File: config.mk
export PLATFORM = sky130hd
export DESIGN_NAME = sprite_run_length_decoder
export DESIGN_NICKNAME = d
export VERILOG_FILES = /design/src/rtl/srld_pkg.sv /design/src/rtl/sprite_run_length_decoder.sv /design/src/rtl/srld_cfg_regs.sv /design/src/rtl/srld_parser.sv
export SDC_FILE = /design/constraint.sdc
export NUM_CORES = 1
export LEC_CHECK = 0
export BUFFER_PORTS_ARGS = -buffer_cell sky130_fd_sc_hd__buf_2
export CORE_MARGIN = 3
export CORE_UTILIZATION = 50
export DETAILED_ROUTE_END_ITERATION = 6
export PLACE_DENSITY = 0.77
export SLEW_MARGIN = 25
export SYNTH_ARGS = -nofsm -noshare
export SYNTH_HDL_FRONTEND = slang
export SYNTH_SLANG_ARGS = --single-unit
File: constraint.sdc
create_clock -name clk -period 3.6 [get_ports clk]
set_clock_uncertainty 0.2 [all_clocks]
set_input_delay 0.54 -clock clk [delete_from_list [all_inputs] [get_ports clk]]
set_output_delay 0.54 -clock clk [all_outputs]
set_load 0.02 [all_outputs]
File: src/rtl/srld_pkg.sv
// Shared types and constants for the sprite run-length decoder.
`default_nettype none

package srld_pkg;

  localparam int SRLD_SPRITE_SIDE = 32;

  localparam int PADDR_W = 3;
  localparam int PDATA_W = 32;

  // Register index of the alpha mode register.
  localparam logic REG_HAS_ALPHA = 1'b0;

  localparam logic [7:0] OPAQUE_ALPHA = 8'hFF;

  typedef enum logic [2:0] {
    PH_TRANS_LO = 3'd0,
    PH_TRANS_HI = 3'd1,
    PH_COLOR_LO = 3'd2,
    PH_COLOR_HI = 3'd3,
    PH_PIXEL    = 3'd4,
    PH_IGNORE   = 3'd5
  } phase_t;

  typedef struct packed {
    logic       byte_valid;
    logic [7:0] data_byte;
    logic       last_byte;
  } item_t;

  typedef struct packed {
    logic        pixel_valid;
    logic [9:0]  pixel_index;
    logic [7:0]  color_byte_zero;
    logic [7:0]  color_byte_one;
    logic [7:0]  color_byte_two;
    logic [7:0]  alpha_byte;
    logic        sprite_done;
    logic [10:0] final_position;
  } result_t;

endpackage

`default_nettype wire

File: src/rtl/sprite_run_length_decoder.sv
// Sprite run-length decoder: input register, body parser and result register.
//
// Usage: body bytes of one square sprite enter on the input channel
// (in_valid / in_ready), one item per byte; byte_valid 0 gives an empty item.
// The item with last_byte ends the sprite and the parser starts over.
// Results leave on the output channel (out_valid / out_ready): one for each
// completed colored pixel, and one for the last item, which carries
// sprite_done and the final position (both may share a single result).
// An accepted item waits in the input register; the parser step writes any
// result to the result register once the output slot is free. One item per
// cycle is sustained while out_ready stays high. When the receiver stalls, a
// waiting result holds the output register and one more item can sit in the
// input register; in_ready then drops. has_alpha must be written through the
// APB port at byte address 0 only while no item is in flight; the block does
// not enforce this. Reset clears the parser, both pipeline registers and
// has_alpha; the block accepts items from the first cycle after reset.
`default_nettype none

module sprite_run_length_decoder
  import srld_pkg::*;
#(
  parameter int SPRITE_SIDE = SRLD_SPRITE_SIDE
) (
  input  wire logic               clk,
  input  wire logic               rst,
  input  wire logic               psel,
  input  wire logic               penable,
  input  wire logic               pwrite,
  input  wire logic [PADDR_W-1:0] paddr,
  input  wire logic [PDATA_W-1:0] pwdata,
  output logic      [PDATA_W-1:0] prdata,
  output logic                    pready,
  input  wire logic               in_valid,
  output logic                    in_ready,
  input  wire logic               byte_valid,
  input  wire logic [7:0]         data_byte,
  input  wire logic               last_byte,
  output logic                    out_valid,
  input  wire logic               out_ready,
  output logic                    pixel_valid,
  output logic [9:0]              pixel_index,
  output logic [7:0]              color_byte_zero,
  output logic [7:0]              color_byte_one,
  output logic [7:0]              color_byte_two,
  output logic [7:0]              alpha_byte,
  output logic                    sprite_done,
  output logic [10:0]             final_position
);

  logic    has_alpha;
  logic    stage_valid;
  item_t   stage_item;
  logic    slot_free;
  logic    step;
  logic    produce;
  result_t step_result;
  result_t out_result;

  assign pready = 1'b1;

  srld_cfg_regs u_cfg (
    .clk       (clk),
    .rst       (rst),
    .psel      (psel),
    .penable   (penable),
    .pwrite    (pwrite),
    .paddr     (paddr),
    .pwdata    (pwdata),
    .prdata    (prdata),
    .has_alpha (has_alpha)
  );

  assign slot_free = !out_valid || out_ready;
  assign step      = stage_valid && slot_free;
  assign in_ready  = !stage_valid || slot_free;

  always_ff @(posedge clk) begin
    if (rst) begin
      stage_valid <= 1'b0;
    end else if (in_ready) begin
      stage_valid <= in_valid;
    end
  end

  always_ff @(posedge clk) begin
    if (in_valid && in_ready) begin
      stage_item <= '{byte_valid: byte_valid, data_byte: data_byte, last_byte: last_byte};
    end
  end

  srld_parser #(
    .SPRITE_SIDE (SPRITE_SIDE)
  ) u_parser (
    .clk       (clk),
    .rst       (rst),
    .has_alpha (has_alpha),
    .step      (step),
    .item      (stage_item),
    .produce   (produce),
    .result    (step_result)
  );

  always_ff @(posedge clk) begin
    if (rst) begin
      out_valid <= 1'b0;
    end else if (slot_free) begin
      out_valid <= step && produce;
    end
  end

  always_ff @(posedge clk) begin
    if (step && produce) begin
      out_result <= step_result;
    end
  end

  assign pixel_valid     = out_result.pixel_valid;
  assign pixel_index     = out_result.pixel_index;
  assign color_byte_zero = out_result.color_byte_zero;
  assign color_byte_one  = out_result.color_byte_one;
  assign color_byte_two  = out_result.color_byte_two;
  assign alpha_byte      = out_result.alpha_byte;
  assign sprite_done     = out_result.sprite_done;
  assign final_position  = out_result.final_position;

`ifndef ASSERT_OFF
  // Every result carries a pixel write, an end of sprite, or both.
  a_result_has_content: assert property (@(posedge clk) disable iff (rst)
    out_valid |-> (pixel_valid || sprite_done))
    else $error("result carries neither a pixel nor a sprite end");

  // Without alpha, every written pixel is opaque.
  a_opaque_without_alpha: assert property (@(posedge clk) disable iff (rst)
    (out_valid && pixel_valid && !has_alpha) |-> (alpha_byte == OPAQUE_ALPHA))
    else $error("pixel without alpha is not opaque");

  // Pixel fields are zero on a result that only ends the sprite.
  a_zero_fields_without_pixel: assert property (@(posedge clk) disable iff (rst)
    (out_valid && !pixel_valid) |->
      (pixel_index == 10'd0 && color_byte_zero == 8'd0 && alpha_byte == 8'd0))
    else $error("pixel fields set on a result without a pixel");

  // A waiting item in the input register is processed as soon as the output frees.
  a_stage_drains: assert property (@(posedge clk) disable iff (rst)
    (stage_valid && !out_valid && !(in_valid && in_ready)) |=> !stage_valid)
    else $error("input register did not drain into a free output slot");

  // Reset empties both pipeline registers.
  a_reset_empties: assert property (@(posedge clk)
    rst |=> (!out_valid && !stage_valid))
    else $error("pipeline not empty after reset");
`endif

endmodule

`default_nettype wire

File: src/rtl/srld_cfg_regs.sv
// Configuration register file with an APB-style access port.
`default_nettype none

module srld_cfg_regs
  import srld_pkg::*;
(
  input  wire logic               clk,
  input  wire logic               rst,
  input  wire logic               psel,
  input  wire logic               penable,
  input  wire logic               pwrite,
  input  wire logic [PADDR_W-1:0] paddr,
  input  wire logic [PDATA_W-1:0] pwdata,
  output logic      [PDATA_W-1:0] prdata,
  output logic                    has_alpha
);

  logic reg_index;
  logic wr_en;

  // Registers sit on 32-bit word addresses; the low address bits are ignored.
  assign reg_index = paddr[PADDR_W-1];
  assign wr_en     = psel && penable && pwrite;

  always_ff @(posedge clk) begin
    if (rst) begin
      has_alpha <= 1'b0;
    end else if (wr_en && reg_index == REG_HAS_ALPHA) begin
      has_alpha <= pwdata[0];
    end
  end

  always_comb begin
    prdata = '0;
    if (reg_index == REG_HAS_ALPHA) begin
      prdata = PDATA_W'(has_alpha);
    end
  end

endmodule

`default_nettype wire

File: src/rtl/srld_parser.sv
// Body parser state and the combinational step that handles one byte.
`default_nettype none

module srld_parser
  import srld_pkg::*;
#(
  parameter int SPRITE_SIDE = SRLD_SPRITE_SIDE
) (
  input  wire logic    clk,
  input  wire logic    rst,
  input  wire logic    has_alpha,
  input  wire logic    step,
  input  wire item_t   item,
  output logic         produce,
  output result_t      result
);

  localparam int TOTAL_PIX = SPRITE_SIDE * SPRITE_SIDE;
  localparam int POS_W     = $clog2(TOTAL_PIX + 1);
  localparam int SUM_W     = ((POS_W > 16) ? POS_W : 16) + 1;
  localparam logic [POS_W-1:0] TOTAL = POS_W'(TOTAL_PIX);

  phase_t            phase, phase_next;
  logic [7:0]        count_low_byte, count_low_byte_next;
  logic [15:0]       colored_left, colored_left_next;
  logic [POS_W-1:0]  write_position, write_position_next;
  logic [1:0]        pixel_byte_count, pixel_byte_count_next;
  logic [23:0]       pixel_bytes_held, pixel_bytes_held_next;

  logic [SUM_W-1:0]  skip_sum;
  logic [POS_W-1:0]  pos_plus;
  logic [15:0]       left_minus;
  logic              pixel_complete;

  assign skip_sum   = SUM_W'(write_position) + SUM_W'({item.data_byte, count_low_byte});
  assign pos_plus   = write_position + POS_W'(1);
  assign left_minus = colored_left - 16'd1;
  // Three bytes already held complete the pixel even when alpha has been turned off.
  assign pixel_complete = has_alpha ? (pixel_byte_count == 2'd3)
                                    : (pixel_byte_count >= 2'd2);

  always_comb begin
    phase_next            = phase;
    count_low_byte_next   = count_low_byte;
    colored_left_next     = colored_left;
    write_position_next   = write_position;
    pixel_byte_count_next = pixel_byte_count;
    pixel_bytes_held_next = pixel_bytes_held;
    result                = '0;
    produce               = 1'b0;

    if (step) begin
      if (item.byte_valid) begin
        case (phase)
          PH_TRANS_LO: begin
            count_low_byte_next = item.data_byte;
            phase_next          = PH_TRANS_HI;
          end
          PH_TRANS_HI: begin
            if (skip_sum >= SUM_W'(TOTAL)) begin
              write_position_next = TOTAL;
              phase_next          = PH_IGNORE;
            end else begin
              write_position_next = POS_W'(skip_sum);
              phase_next          = PH_COLOR_LO;
            end
          end
          PH_COLOR_LO: begin
            count_low_byte_next = item.data_byte;
            phase_next          = PH_COLOR_HI;
          end
          PH_COLOR_HI: begin
            colored_left_next     = {item.data_byte, count_low_byte};
            pixel_byte_count_next = 2'd0;
            pixel_bytes_held_next = '0;
            phase_next = ({item.data_byte, count_low_byte} == 16'd0) ? PH_TRANS_LO
                                                                      : PH_PIXEL;
          end
          PH_PIXEL: begin
            if (pixel_complete) begin
              result.pixel_valid     = 1'b1;
              result.pixel_index     = 10'(write_position);
              result.color_byte_zero = pixel_bytes_held[7:0];
              result.color_byte_one  = pixel_bytes_held[15:8];
              if (has_alpha) begin
                result.color_byte_two = pixel_bytes_held[23:16];
                result.alpha_byte     = item.data_byte;
              end else if (pixel_byte_count == 2'd3) begin
                result.color_byte_two = pixel_bytes_held[23:16];
                result.alpha_byte     = OPAQUE_ALPHA;
              end else begin
                result.color_byte_two = item.data_byte;
                result.alpha_byte     = OPAQUE_ALPHA;
              end
              write_position_next   = pos_plus;
              colored_left_next     = left_minus;
              pixel_byte_count_next = 2'd0;
              pixel_bytes_held_next = '0;
              if (pos_plus >= TOTAL) begin
                phase_next = PH_IGNORE;
              end else if (left_minus == 16'd0) begin
                phase_next = PH_TRANS_LO;
              end
            end else begin
              case (pixel_byte_count)
                2'd0:    pixel_bytes_held_next[7:0]   = item.data_byte;
                2'd1:    pixel_bytes_held_next[15:8]  = item.data_byte;
                2'd2:    pixel_bytes_held_next[23:16] = item.data_byte;
                default: pixel_bytes_held_next        = pixel_bytes_held;
              endcase
              pixel_byte_count_next = pixel_byte_count + 2'd1;
            end
          end
          default: begin
            phase_next = PH_IGNORE;
          end
        endcase
      end

      produce = result.pixel_valid || item.last_byte;

      if (item.last_byte) begin
        result.sprite_done    = 1'b1;
        result.final_position = 11'(write_position_next);
        phase_next            = PH_TRANS_LO;
        count_low_byte_next   = '0;
        colored_left_next     = '0;
        write_position_next   = '0;
        pixel_byte_count_next = '0;
        pixel_bytes_held_next = '0;
      end
    end
  end

  always_ff @(posedge clk) begin
    if (rst) begin
      phase            <= PH_TRANS_LO;
      count_low_byte   <= '0;
      colored_left     <= '0;
      write_position   <= '0;
      pixel_byte_count <= '0;
      pixel_bytes_held <= '0;
    end else begin
      phase            <= phase_next;
      count_low_byte   <= count_low_byte_next;
      colored_left     <= colored_left_next;
      write_position   <= write_position_next;
      pixel_byte_count <= pixel_byte_count_next;
      pixel_bytes_held <= pixel_bytes_held_next;
    end
  end

endmodule

`default_nettype wire

Yosys cells after proc, flatten, opt, wreduce, memory -nomap -nowiden
Index checks and enable logic that the tools add are counted.
{"block": "classes", "n_addsub": 4, "mul": 0, "div_mod_pow": 0, "order_cmp": 3, "eq_ne": 12, "n_shift": 0, "n_mux": 41, "n_bitwise": 1, "n_reduce_logical": 27}
{"operator": "43-bit 2-to-1 mux", "count": 4}
{"operator": "16-bit 2-to-1 mux", "count": 5}
{"operator": "24-bit 2-to-1 mux", "count": 3}
{"operator": "8-bit 2-to-1 mux", "count": 6}
{"operator": "24-bit one-hot mux with 2 select lines", "count": 1}
{"operator": "11-bit 2-to-1 mux", "count": 4}
{"operator": "16-bit logical NOT", "count": 2}
{"operator": "16-bit one-hot mux with 2 select lines", "count": 1}
{"operator": "11-bit one-hot mux with 2 select lines", "count": 1}
{"operator": "3-bit 2-to-1 mux", "count": 7}
{"operator": "4-bit AND reduction", "count": 5}
{"operator": "11-bit by 16-bit adder with 17-bit output", "count": 1}
{"operator": "17-bit by 11-bit greater-or-equal comparator with 1-bit output, second input constant", "count": 1}
{"operator": "16-bit by 1-bit subtractor with 16-bit output, second input constant", "count": 1}
{"operator": "3-bit one-hot mux with 5 select lines", "count": 1}
{"operator": "12-bit 2-to-1 mux", "count": 1}
{"operator": "11-bit by 1-bit adder with 11-bit output, second input constant", "count": 1}
{"operator": "11-bit greater-or-equal comparator, second input constant", "count": 1}
{"operator": "4-bit by 2-bit inequality test with 1-bit output, second input constant", "count": 2}
{"operator": "4-bit by 3-bit inequality test with 1-bit output, second input constant", "count": 2}
{"operator": "3-bit by 2-bit == test with 1-bit output, second input constant", "count": 2}
{"operator": "1-bit logical AND", "count": 6}
{"operator": "2-bit 2-to-1 mux", "count": 3}
{"operator": "3-bit AND reduction", "count": 2}
{"operator": "18 further kinds", "count": 25}
{"block": "word_totals", "ff_bits": 132, "latch_bits": 0, "mem_bits_rw": 0, "romBits": 0, "in_bits": 52, "out_inout_bits": 90, "n_memories": 0}

Logic depth before layout (Yosys ltp)
Gate-level depths: netlist (run 1).
{"block": "depth", "word_depth": 10, "depth_mapped": 11, "mapped_depth_nobuf": 9}

Cells and area by module
A second synthesis (run 1) with hierarchy kept.
{"block": "hier_totals", "hier_cells": 798, "area_unflattened_um2": 7215.7}
{"module": "srld_parser", "n_inst": 1, "cells_per_inst": 682, "area_each_um2": 4852.2}
{"module": "sprite_run_length_decoder", "n_inst": 1, "cells_per_inst": 78, "area_each_um2": 2065.7}
{"module": "srld_cfg_regs", "n_inst": 1, "cells_per_inst": 38, "area_each_um2": 297.8}

Worst setup path before layout (run 1)
OpenSTA, ideal clock, no wires.
{"block": "synth_path", "path_type": "flip-flop to flip-flop", "start": "register u_parser.pixel_byte_count[0]", "end": "register out_result, in the netlist alpha_byte[0], enable pin", "arrival_ps": 2838, "t_required_ps": 2770, "path_slack_ps": -68, "path_stages_with_launch": 9, "cell_sequence": "dfxtp_1 inv_1 ha_1 or3_1 nand3_1 or2_2 clkbuf_1 clkbuf_1 nand2_1"}
{"block": "synth_between", "elab_chain_cells": 9, "word_cells_on_any_way": 10, "classes_between": "1 x order compare; 1 x eq/ne; 6 x mux; 2 x reduce/logical"}
{"element": "from (decl)", "line": "srld_parser.sv:27", "text": "logic [1:0] pixel_byte_count, pixel_byte_count_next;"}
{"element": "from (signal assigned)", "line": "srld_parser.sv:148", "text": "pixel_byte_count <= pixel_byte_count_next;"}
{"element": "2-bit greater-or-equal comparator or 2-bit == test (tied branches)", "line": "srld_parser.sv:40, srld_parser.sv:39"}
{"element": "1-bit 2-to-1 mux (*)", "line": "srld_parser.sv:39", "text": "assign pixel_complete = has_alpha ? (pixel_byte_count == 2'd3)"}
{"element": "43-bit 2-to-1 mux (*)", "line": "srld_parser.sv:80", "text": "if (pixel_complete) begin"}
{"element": "43-bit 2-to-1 mux (*)", "line": "srld_parser.sv:54", "text": "case (phase)"}
{"element": "43-bit 2-to-1 mux (*)", "line": "srld_parser.sv:53", "text": "if (item.byte_valid) begin"}
{"element": "43-bit 2-to-1 mux (*)", "line": "srld_parser.sv:52", "text": "if (step) begin"}
{"element": "1-bit logical OR (*)", "line": "srld_parser.sv:120", "text": "produce = result.pixel_valid || item.last_byte;"}
{"element": "1-bit 2-to-1 mux (*)", "line": "srld_parser.sv:52"}
{"element": "1-bit logical AND (*)", "line": "sprite_run_length_decoder.sv:112", "text": "if (step && produce) begin"}
{"element": "to (signal assigned)", "line": "sprite_run_length_decoder.sv:113", "text": "out_result <= step_result;"}
{"element": "to (decl)", "line": "sprite_run_length_decoder.sv:57", "text": "result_t out_result;"}
Mark *: on every way between the ends. The rest lies on a longest branch, timed or not. The select of a mux whose other input is x is not followed.
A chain may end at the register's enable or synchronous reset.

Worst setup path in the final report (run 1)
{"block": "layout_path", "start": "register stage_item[1] (netlist bit)", "end": "register out_result, in the netlist final_position[0], data pin"}
{"block": "layout_between", "elab_chain_cells": 5}
{"element": "from (decl)", "line": "sprite_run_length_decoder.sv:52", "text": "item_t stage_item;"}
{"element": "from (signal assigned)", "line": "sprite_run_length_decoder.sv:87", "text": "stage_item <= '{byte_valid: byte_valid, data_byte: data_byte, last_byte: last_byte};"}
{"element": "11-bit by 16-bit adder with 17-bit output", "line": "srld_parser.sv:35", "text": "assign skip_sum = SUM_W'(write_position) + SUM_W'({item.data_byte, count_low_byte});"}
{"element": "17-bit by 11-bit greater-or-equal comparator with 1-bit output", "line": "srld_parser.sv:60", "text": "if (skip_sum >= SUM_W'(TOTAL)) begin"}
{"element": "11-bit 2-to-1 mux", "line": "srld_parser.sv:60"}
{"element": "11-bit one-hot mux with 2 select lines", "line": "srld_parser.sv:54"}
{"element": "11-bit 2-to-1 mux", "line": "srld_parser.sv:53"}
No other way between the ends.

==> run summary, run 1 <==
layout cells sized above 1 - 16.57%
Filler cells - 1229
post-route antenna net violation count - 0
register area share after synthesis - 46.17%
Crit path arrival time - 3.38 ns
CTS Hold Bufs - 0
Hold Path Cell Cnt - 1
flop-to-flop setup slack - 0.28 ns
Core Region - 13930 um2
final hold violations - 0
Max-slew headroom - 36.27%
dominant delay contributor by cell family on the critical path - simple AND/OR/NAND/NOR gates
first-pass GRT wire length - 26970 um
Async SR Flop Fraction - 0%
FF+latch count, synth - 132
r2r startpoint - stage_item[1]
Clock Tree Buf Depth - 2
Residual DRC - 0
Final period util - 92.31%
critical hold path startpoint - data_byte[4]
LEAKAGE - 3.145 nW
gpl congestion - 0.9017
highest-delay cell along the critical path - xnor2_1
post-cts gate resize count - 0
post-route setup TNS - 0 ns
min Tclk post-route - 3.323 ns
die width - 125.4 um
R2R Path End - final_position[0]
Detailed Place HPWL - 11770 um
Syn-to-layout area delta - 12.59%
number of synthesized flops with an enable pin - 65
Gate Count Post-Synth - 783
CTS Sinks - 132
Final Instance Area - 8031 um2
Congestion Overflow GR - 0
most frequent CP cell - nand4_1
Synth warnings - 0
Layout Nets - 915
GRT Overall Usage - 21.13%
R2R depth - 8
Mapped Area - 7133 um2
H-tree levels - 4
top_reg_cell synth - dfxtp_1
CTS tree - done
Pre-Repair DR Iteration Count - 7
Worst-Skew Late Latency - 0.42 ns
worst path buffer plus inverter count - 0
crit path capture type - register
die height - 125.4 um
WHS Endpoint - stage_item[5]
IO buf count - 76
final setup violating endpoints - 0
Yosys cell types - 81
Initial Util - 51.19%
Syn Area/Cell - 9.110 um2
RSZ-0062 raised after global routing - no
TritonCTS buffer count - 17
Core Rows - 43
outcome - completed
f_max - 0.3009 GHz
max incr delay on CP - 0.78 ns
initial antenna violation count - 0
WS Path Type - register to register
routed wire length - 16830 um
routed len/inst - 16.23 um
Setup Buffers After CTS - 0
Crit path required time - 3.66 ns
vias in the first global route - 5359
via count - 5930
largest net degree at the start of global routing - 56
maximum vdd ir drop - 321.0 uV
CP startpoint kind - register
root buffer cell - clkbuf_16
worst path cell trace - ha_1, and3_1, nand3_1, o211ai_2, nand4_1, xnor2_1, nand4_1, a31oi_1
initial drt markers - 672
DR vias/cell - 5.718
die area - 15740 um2
max-cap viol count - 0
max-slew violations - 0
antenna cells - 0
Worst Tran Pin Value - 0.9491 ns
Boundary Pins - 142
critical path fanouts, max - 13
Reg clk slew, reported paths - 0.06 ns
Power per Cell Area - 427.0 nW/um2
worst hold-check path type - input port to register
placed inst area - 7493 um2
report_power, final:
part	switching [mW]	internal (mW)	total (mW)
combinational	0.165	0.0671	0.232
clock	0.644	0.917	1.56
sequential	0.0333	1.60	1.64
synth_stat cells, drive strengths merged, types with 2 or more instances:
library cell / n / area, um2
and4b: 2 / 20.02
conb: 2 / 7.510
or4: 4 / 33.78
o211ai: 5 / 42.54
nand2b: 5 / 31.28
clkbuf: 32 / 126.4
xnor2: 15 / 138.9
nor4: 8 / 50.05
nand3: 15 / 75.07
o21ai: 69 / 352.8
and3: 10 / 67.56
o21a: 3 / 22.52
and2: 29 / 182.7
o2111a: 3 / 36.28
nand3b: 3 / 22.52
dfxtp: 67 / 1341
or3: 5 / 36.28
buf: 47 / 359.1
a2111oi: 2 / 17.52
a31oi: 5 / 31.28
o31ai: 3 / 27.52
a21oi: 87 / 435.4
and3b: 2 / 17.52
inv: 24 / 90.09
a22oi: 16 / 120.1
a32oi: 3 / 26.28
ha: 18 / 225.2
edfxtp: 65 / 1952
xor2: 7 / 61.31
a211oi: 5 / 42.54
nor3: 10 / 50.05
nand2: 44 / 167.7
a21o: 6 / 45.04
nor3b: 2 / 26.28
nand4: 19 / 125.1
nor2b: 3 / 18.77
nor4b: 5 / 58.80
nand4b: 2 / 17.52
nor2: 110 / 412.9
or2: 2 / 15.02
per-layer routing:
| layer | GRT usage [%] | part of all wire (%) |
|---|---|---|
| met1 | 29.19 | 43 |
| met2 | 32.00 | 46 |
| met3 | 5.169 | 8.8 |
| met4 | 8.546 | 2.2 |
| met5 | 0 | 0 |
layout by cell type (no fill, tap or decap), types with 7 or more instances in the layout:
cell	count
nor2_1	110
a21oi_1	87
buf_2	76
dfxtp_1	67
edfxtp_1	65
o21ai_0	64
nand2_1	42
conb_1	32
and2_1	27
inv_1	24
nand4_1	18
ha_1	18
clkbuf_16	18
a22oi_1	16
nand3_1	15
xnor2_1	14
buf_4	14
nor3_1	10
and3_1	9
nor4_1	8
xor2_1	7
layout make-up:
cell class	count	area, um2	area share (%)
clock buffer	20	457.9	5.702
sequential	132	3293	41.00
tap	180	225.2	2.804
inverter	24	90.09	1.122
multi-input combinational	578	3379	42.08
timing repair buffer	91	505.5	6.294
clock inverter	12	80.08	0.9970
how the worst max path moves through the flow:
stage                                 startpoint  slack [ns]                  to  depth (start not counted)
finish                             stage_item[1]        0.28   final_position[0]                          8
global route          u_parser.write_position[8]        0.02   final_position[0]                          8
CTS                                stage_item[1]        0.32  final_position[10]                          8
detailed placement    u_parser.write_position[0]        0.34  final_position[10]                          9
global placement      u_parser.write_position[0]        0.37  final_position[10]                          9
floorplan           u_parser.pixel_byte_count[0]        0.47       alpha_byte[0]                          8
cell families after synthesis:
| kind of cell | Yosys count | share of synthesized area (%) |
|---|---|---|
| xor+xnor | 22 | 2.807 |
| other cells | 2 | 0.1053 |
| simple gates | 283 | 20.44 |
| buf+inv | 103 | 8.069 |
| flops | 132 | 46.17 |
| compound gates | 220 | 18.68 |
| fa+ha+maj | 19 | 3.438 |
| mux | 2 | 0.2982 |
state kept, by name (all words and copies together) (netlist names), 10 cells and up:
signal                     flops
final_position                11
pixel_index                   10
stage_item                    10
u_parser.colored_left         16
u_parser.pixel_bytes_held     24
u_parser.write_position       11
stage by stage:
stage | utilization [%] | total power [mW] | setup WS (ns) | instances | hold slack, ns
finish | 57.64 | 3.429 | 0.2769 | 1037 | 0.09397
global route | 57.64 | 3.539 | 0.02034 | 1037 | 0.09217
CTS | 57.64 | 3.446 | 0.3170 | 1037 | 0.07809
detailed placement | 53.78 | 1.895 | 0.3381 | 1005 | 0.2455
global placement | 53.78 | 1.893 | 0.3699 | 1005 | 0.2409
floorplan | - | 1.850 | 0.4704 | 813 | 0.2317
Power figures use the tool's default switching activity.
==> inputs of run 2 (changes only) <==
CTS_BUF_LIST = sky130_fd_sc_hd__clkbuf_16   (was unset)
==> run 2 against run 1 <==
  * Fmax up 0.42%
  * Via count about the same
  * Cell count unchanged
  * Final area unchanged
  * Sequential power about the same
  * Die area unchanged
  * Utilization unchanged
  * Wire length up 0.27%
  * Total power down 0.25%
  * Critical path depth unchanged
  * Critical path type unchanged
  * Critical endpoint unchanged
  * Largest cell class unchanged
  * Highest routed layer unchanged
==> run summary, run 2 (synthesized netlist as in run 1, its figures left out) <==
Crit path required time - 3.66 ns
CTS Hold Bufs - 0
GR peak layer - met2
largest net degree at the start of global routing - 56
LEAKAGE - 3.154 nW
Power per Cell Area - 425.9 nW/um2
Layout Nets - 915
critical path fanouts, max - 13
die area - 15740 um2
Worst-Skew Late Latency - 0.42 ns
R2R depth - 8
commonest non-fill, non-tap cell in the layout - nor2_1
Congestion Overflow GR - 0
WS Path Type - register to register
r2r startpoint - stage_item[1]
dpl cells - 1005
Initial Util - 51.19%
initial drt markers - 610
post-cts gate resize count - 0
f_max - 0.3022 GHz
die height - 125.4 um
Boundary Pins - 142
Detailed Place HPWL - 11770 um
Top Registers - u_parser.pixel_bytes_held: 24 flops, u_parser.colored_left: 16 flops
Core Region - 13930 um2
R2R Path End - final_position[0]
Worst Tran Pin Value - 0.9530 ns
flop-to-flop setup slack - 0.29 ns
Syn-to-layout area delta - 12.59%
met3 GRT Util - 5.169%
antenna cells - 0
TritonCTS buffer count - 17
Core Rows - 43
Hold Slack - 0.09362 ns
CTS Sinks - 132
vias in the first global route - 5361
Final period util - 91.92%
GR Util met1 - 29.08%
DR vias/cell - 5.715
routed wire length - 16870 um
worst hold-check path type - input port to register
CTS tree - done
min Tclk post-route - 3.309 ns
outcome - completed
Finished Layout Cells - 1037
crit path capture type - register
final hold violations - 0
H-tree levels - 4
Largest Register - u_parser.pixel_bytes_held
layout cells sized above 1 - 16.57%
Residual DRC - 0
max-cap viol count - 0
RSZ-0062 raised after global routing - no
post-route antenna net violation count - 0
first-pass GRT wire length - 26920 um
via count - 5926
maximum vdd ir drop - 323.1 uV
max reg flops - 24
post-route setup TNS - 0 ns
WHS Endpoint - stage_item[5]
IO buf count - 76
root buffer cell - clkbuf_16
gpl congestion - 0.9017
initial antenna violation count - 0
die width - 125.4 um
final setup violating endpoints - 0
commonest cells after routing, fill and taps aside - nor2_1 (110), a21oi_1 (87), buf_2 (76)
Final Power - 3.421 mW
Clock Tree Buf Depth - 2
Reg clk slew, reported paths - 0.06 ns
CP startpoint kind - register
Crit path arrival time - 3.37 ns
critical hold path startpoint - data_byte[4]
Core Util, Final - 57.64%
Setup Buffers After CTS - 0
routed len/inst - 16.27 um
Max-slew headroom - 36.01%
GRT Overall Usage - 21.11%
GR Layer Usage met2 - 32.03%
max-slew violations - 0
Pre-Repair DR Iteration Count - 6
Hold Path Cell Cnt - 1
## run 2: cell types whose count changed in the layout (fill, tap and decap cells not counted), sizes merged
cell    delta
clkbuf     -2
inv        +2
## run 2: cell type report
cell class / count / area, um2
clock buffers: 18 / 450.4
clock inverters: 14 / 87.58
fillers: 1229 / 5903
well taps: 180 / 225.2
multi-input cells: 578 / 3379
inverters: 24 / 90.09
repair buffers: 91 / 505.5
flip-flops and latches: 132 / 3293
## run 2: worst max-delay path by stage
| stage | startpoint | cells past startpoint | end | slack, ns |
|---|---|---|---|---|
| 2_1_floorplan | u_parser.pixel_byte_count[0] | 8 | alpha_byte[0] | 0.47 |
| 3_5_place_dp | u_parser.write_position[0] | 9 | final_position[10] | 0.34 |
| 3_3_place_gp | u_parser.write_position[0] | 9 | final_position[10] | 0.37 |
| 4_1_cts | stage_item[1] | 8 | final_position[10] | 0.32 |
| 5_1_grt | u_parser.write_position[8] | 8 | final_position[0] | 0.02 |
| 6_report | stage_item[1] | 8 | final_position[0] | 0.29 |
## run 2: power breakdown
group	switching (mW)	leakage (nW)	internal (mW)
sequential	0.0334	1.14	1.60
clock	0.642	0.271	0.911
combinational	0.165	1.74	0.0671
## run 2: through the flow
stage	setup WS, ns	instance area (um2)
after floorplan	0.4704	7248
after global placement	0.3699	7493
after detailed placement	0.3381	7493
after CTS	0.3170	8031
after global routing	0.02034	8031
final	0.2909	8031
## run 2: metal layers
layer | vias up | part of all wire (%)
met1 | 2751 | 43
met5 | - | 0
met2 | 255 | 46
li1 | 2881 | -
met4 | 0 | 2.3
met3 | 39 | 8.3
## run 2: critical path, cell delays in order, from the launching register on
cell	delay, ns
edfxtp_1	0.44
ha_1	0.40
and3_1	0.26
nand3_1	0.15
o211ai_2	0.20
nand4_1	0.13
xnor2_1	0.78
nand4_1	0.33
a31oi_1	0.26
==> inputs of run 3 (changes only) <==
GPL_TIMING_DRIVEN = 0   (was unset)
PLACE_DENSITY = 0.76   (was 0.77)
==> run 3 against run 2 <==
  * Combinational power rose by 17%
  * Utilization rose by 3.3 points
  * Die area did not move
  * Critical path type unchanged
  * Highest routed layer unchanged
==> run summary, run 3 (synthesized netlist as in run 1, its figures left out) <==
Congestion Overflow GR - 0
CTS tree - done
critical path fanouts, max - 10
flop-to-flop setup slack - 0.32 ns
max reg flops - 24
Setup Buffers After CTS - 0
crit path capture type - register
via count - 6216
initial drt markers - 648
Crit path arrival time - 3.34 ns
Crit path required time - 3.66 ns
maximum vdd ir drop - 264.2 uV
antenna cells - 0
Final period util - 91.18%
Worst Tran Pin Value - 0.7336 ns
die area - 15740 um2
Reg clk slew, reported paths - 0.06 ns
commonest non-fill, non-tap cell in the layout - nor2_1
Clock Tree Buf Depth - 2
Pre-Repair DR Iteration Count - 5
f_max - 0.3046 GHz
routed wire length - 17960 um
Syn-to-layout area delta - 19.08%
Detailed Place HPWL - 12770 um
final setup violating endpoints - 0
CP startpoint kind - register
layout cells sized above 1 - 19.02%
Boundary Pins - 142
vias in the first global route - 5724
first-pass GRT wire length - 28830 um
GRT Overall Usage - 22.77%
Power per Cell Area - 440.4 nW/um2
Max-slew headroom - 51.09%
Largest Register - u_parser.pixel_bytes_held
Core Util, Final - 60.96%
dpl cells - 1068
root buffer cell - clkbuf_16
RSZ-0062 raised after global routing - no
commonest cells after routing, fill and taps aside - nor2_1 (110), a21oi_1 (87), buf_2 (80)
IO buf count - 75
LEAKAGE - 3.416 nW
Layout Nets - 978
outcome - completed
CTS Hold Bufs - 0
largest net degree at the start of global routing - 56
WS Path Type - register to register
max-slew violations - 0
Core Region - 13930 um2
DR vias/cell - 5.651
Residual DRC - 0
post-route antenna net violation count - 0
gpl congestion - 0.9736
Core Rows - 43
post-cts gate resize count - 1
initial antenna violation count - 0
worst hold-check path type - input port to register
Worst-Skew Late Latency - 0.43 ns
die width - 125.4 um
min Tclk post-route - 3.283 ns
die height - 125.4 um
max-cap viol count - 0
routed len/inst - 16.32 um
TritonCTS buffer count - 17
CTS Sinks - 132
Initial Util - 51.19%
final hold violations - 0
Top Registers - u_parser.pixel_bytes_held: 24 flops, u_parser.colored_left: 16 flops
H-tree levels - 4
placed inst area - 7854 um2
Final Instance Area - 8494 um2
Finished Layout Cells - 1100
post-route setup TNS - 0 ns
## run 3: cell count changes in the layout (fill, tap and decap cells not counted), sizes merged
cell,previous run,this run
buf,91,122
bufinv,0,3
clkbuf,18,51
clkinv,8,5
clkinvlp,2,1
## run 3: final timing paths
kind	startpoint	depth (start not counted)	to
setup reg to reg	u_parser.write_position[0]	10	final_position[0]
hold / removal	data_byte[3]	1	stage_item[4]
setup / recovery	u_parser.write_position[0]	10	final_position[0]
hold reg to reg	u_parser.pixel_bytes_held[14]	2	u_parser.pixel_bytes_held[14]
## run 3: per-layer routing
layer | track usage [%] | part of all wire (%) | vias to the layer above
met3 | 6.109 | 9.0 | 47
met5 | 0 | 0 | -
li1 | - | - | 3002
met2 | 33.89 | 45 | 318
met1 | 31.20 | 44 | 2849
met4 | 10.14 | 2.6 | 0
## run 3: per-stage QoR
stage | total power [mW] | setup WS [ns] | hold slack, ns
after floorplan | 1.850 | 0.4704 | 0.2317
after global placement | 1.921 | -0.3489 | 0.2415
after detailed placement | 1.924 | -0.007385 | 0.2457
after CTS | 3.745 | 0.09839 | 0.07967
after global routing | 3.847 | 0.07025 | 0.07570
final | 3.741 | 0.3175 | 0.08854
## run 3: critical path, stage by stage (launching register included)
cell and delay (ns):
dfxtp_1 0.39, ha_1 0.27, fa_1 0.41, a21o_1 0.24
a221oi_4 0.36, a21oi_1 0.14, o31ai_2 0.28, o2111a_2 0.30
buf_6 0.14, nand4_1 0.18, a31oi_1 0.21
## run 3: layout make-up
type / instances / area [um2]
inverter: 24 / 90.09
sequential: 132 / 3293
multi-input combinational: 578 / 3393
tap: 180 / 225.2
buffer: 79 / 486.7
clock inverter: 13 / 155.1
fill: 1163 / 5440
timing repair buffer: 75 / 375.4
clock buffer: 19 / 475.5
## run 3: report_power, final
| part | switching [mW] | total (mW) | internal (mW) | leakage (nW) |
|---|---|---|---|---|
| Sequential | 0.0254 | 1.63 | 1.60 | 1.14 |
| Combinational | 0.182 | 0.271 | 0.0895 | 1.95 |
| Clock | 0.674 | 1.84 | 1.17 | 0.317 |
| Total | 0.881 | 3.74 | 2.86 | 3.42 |
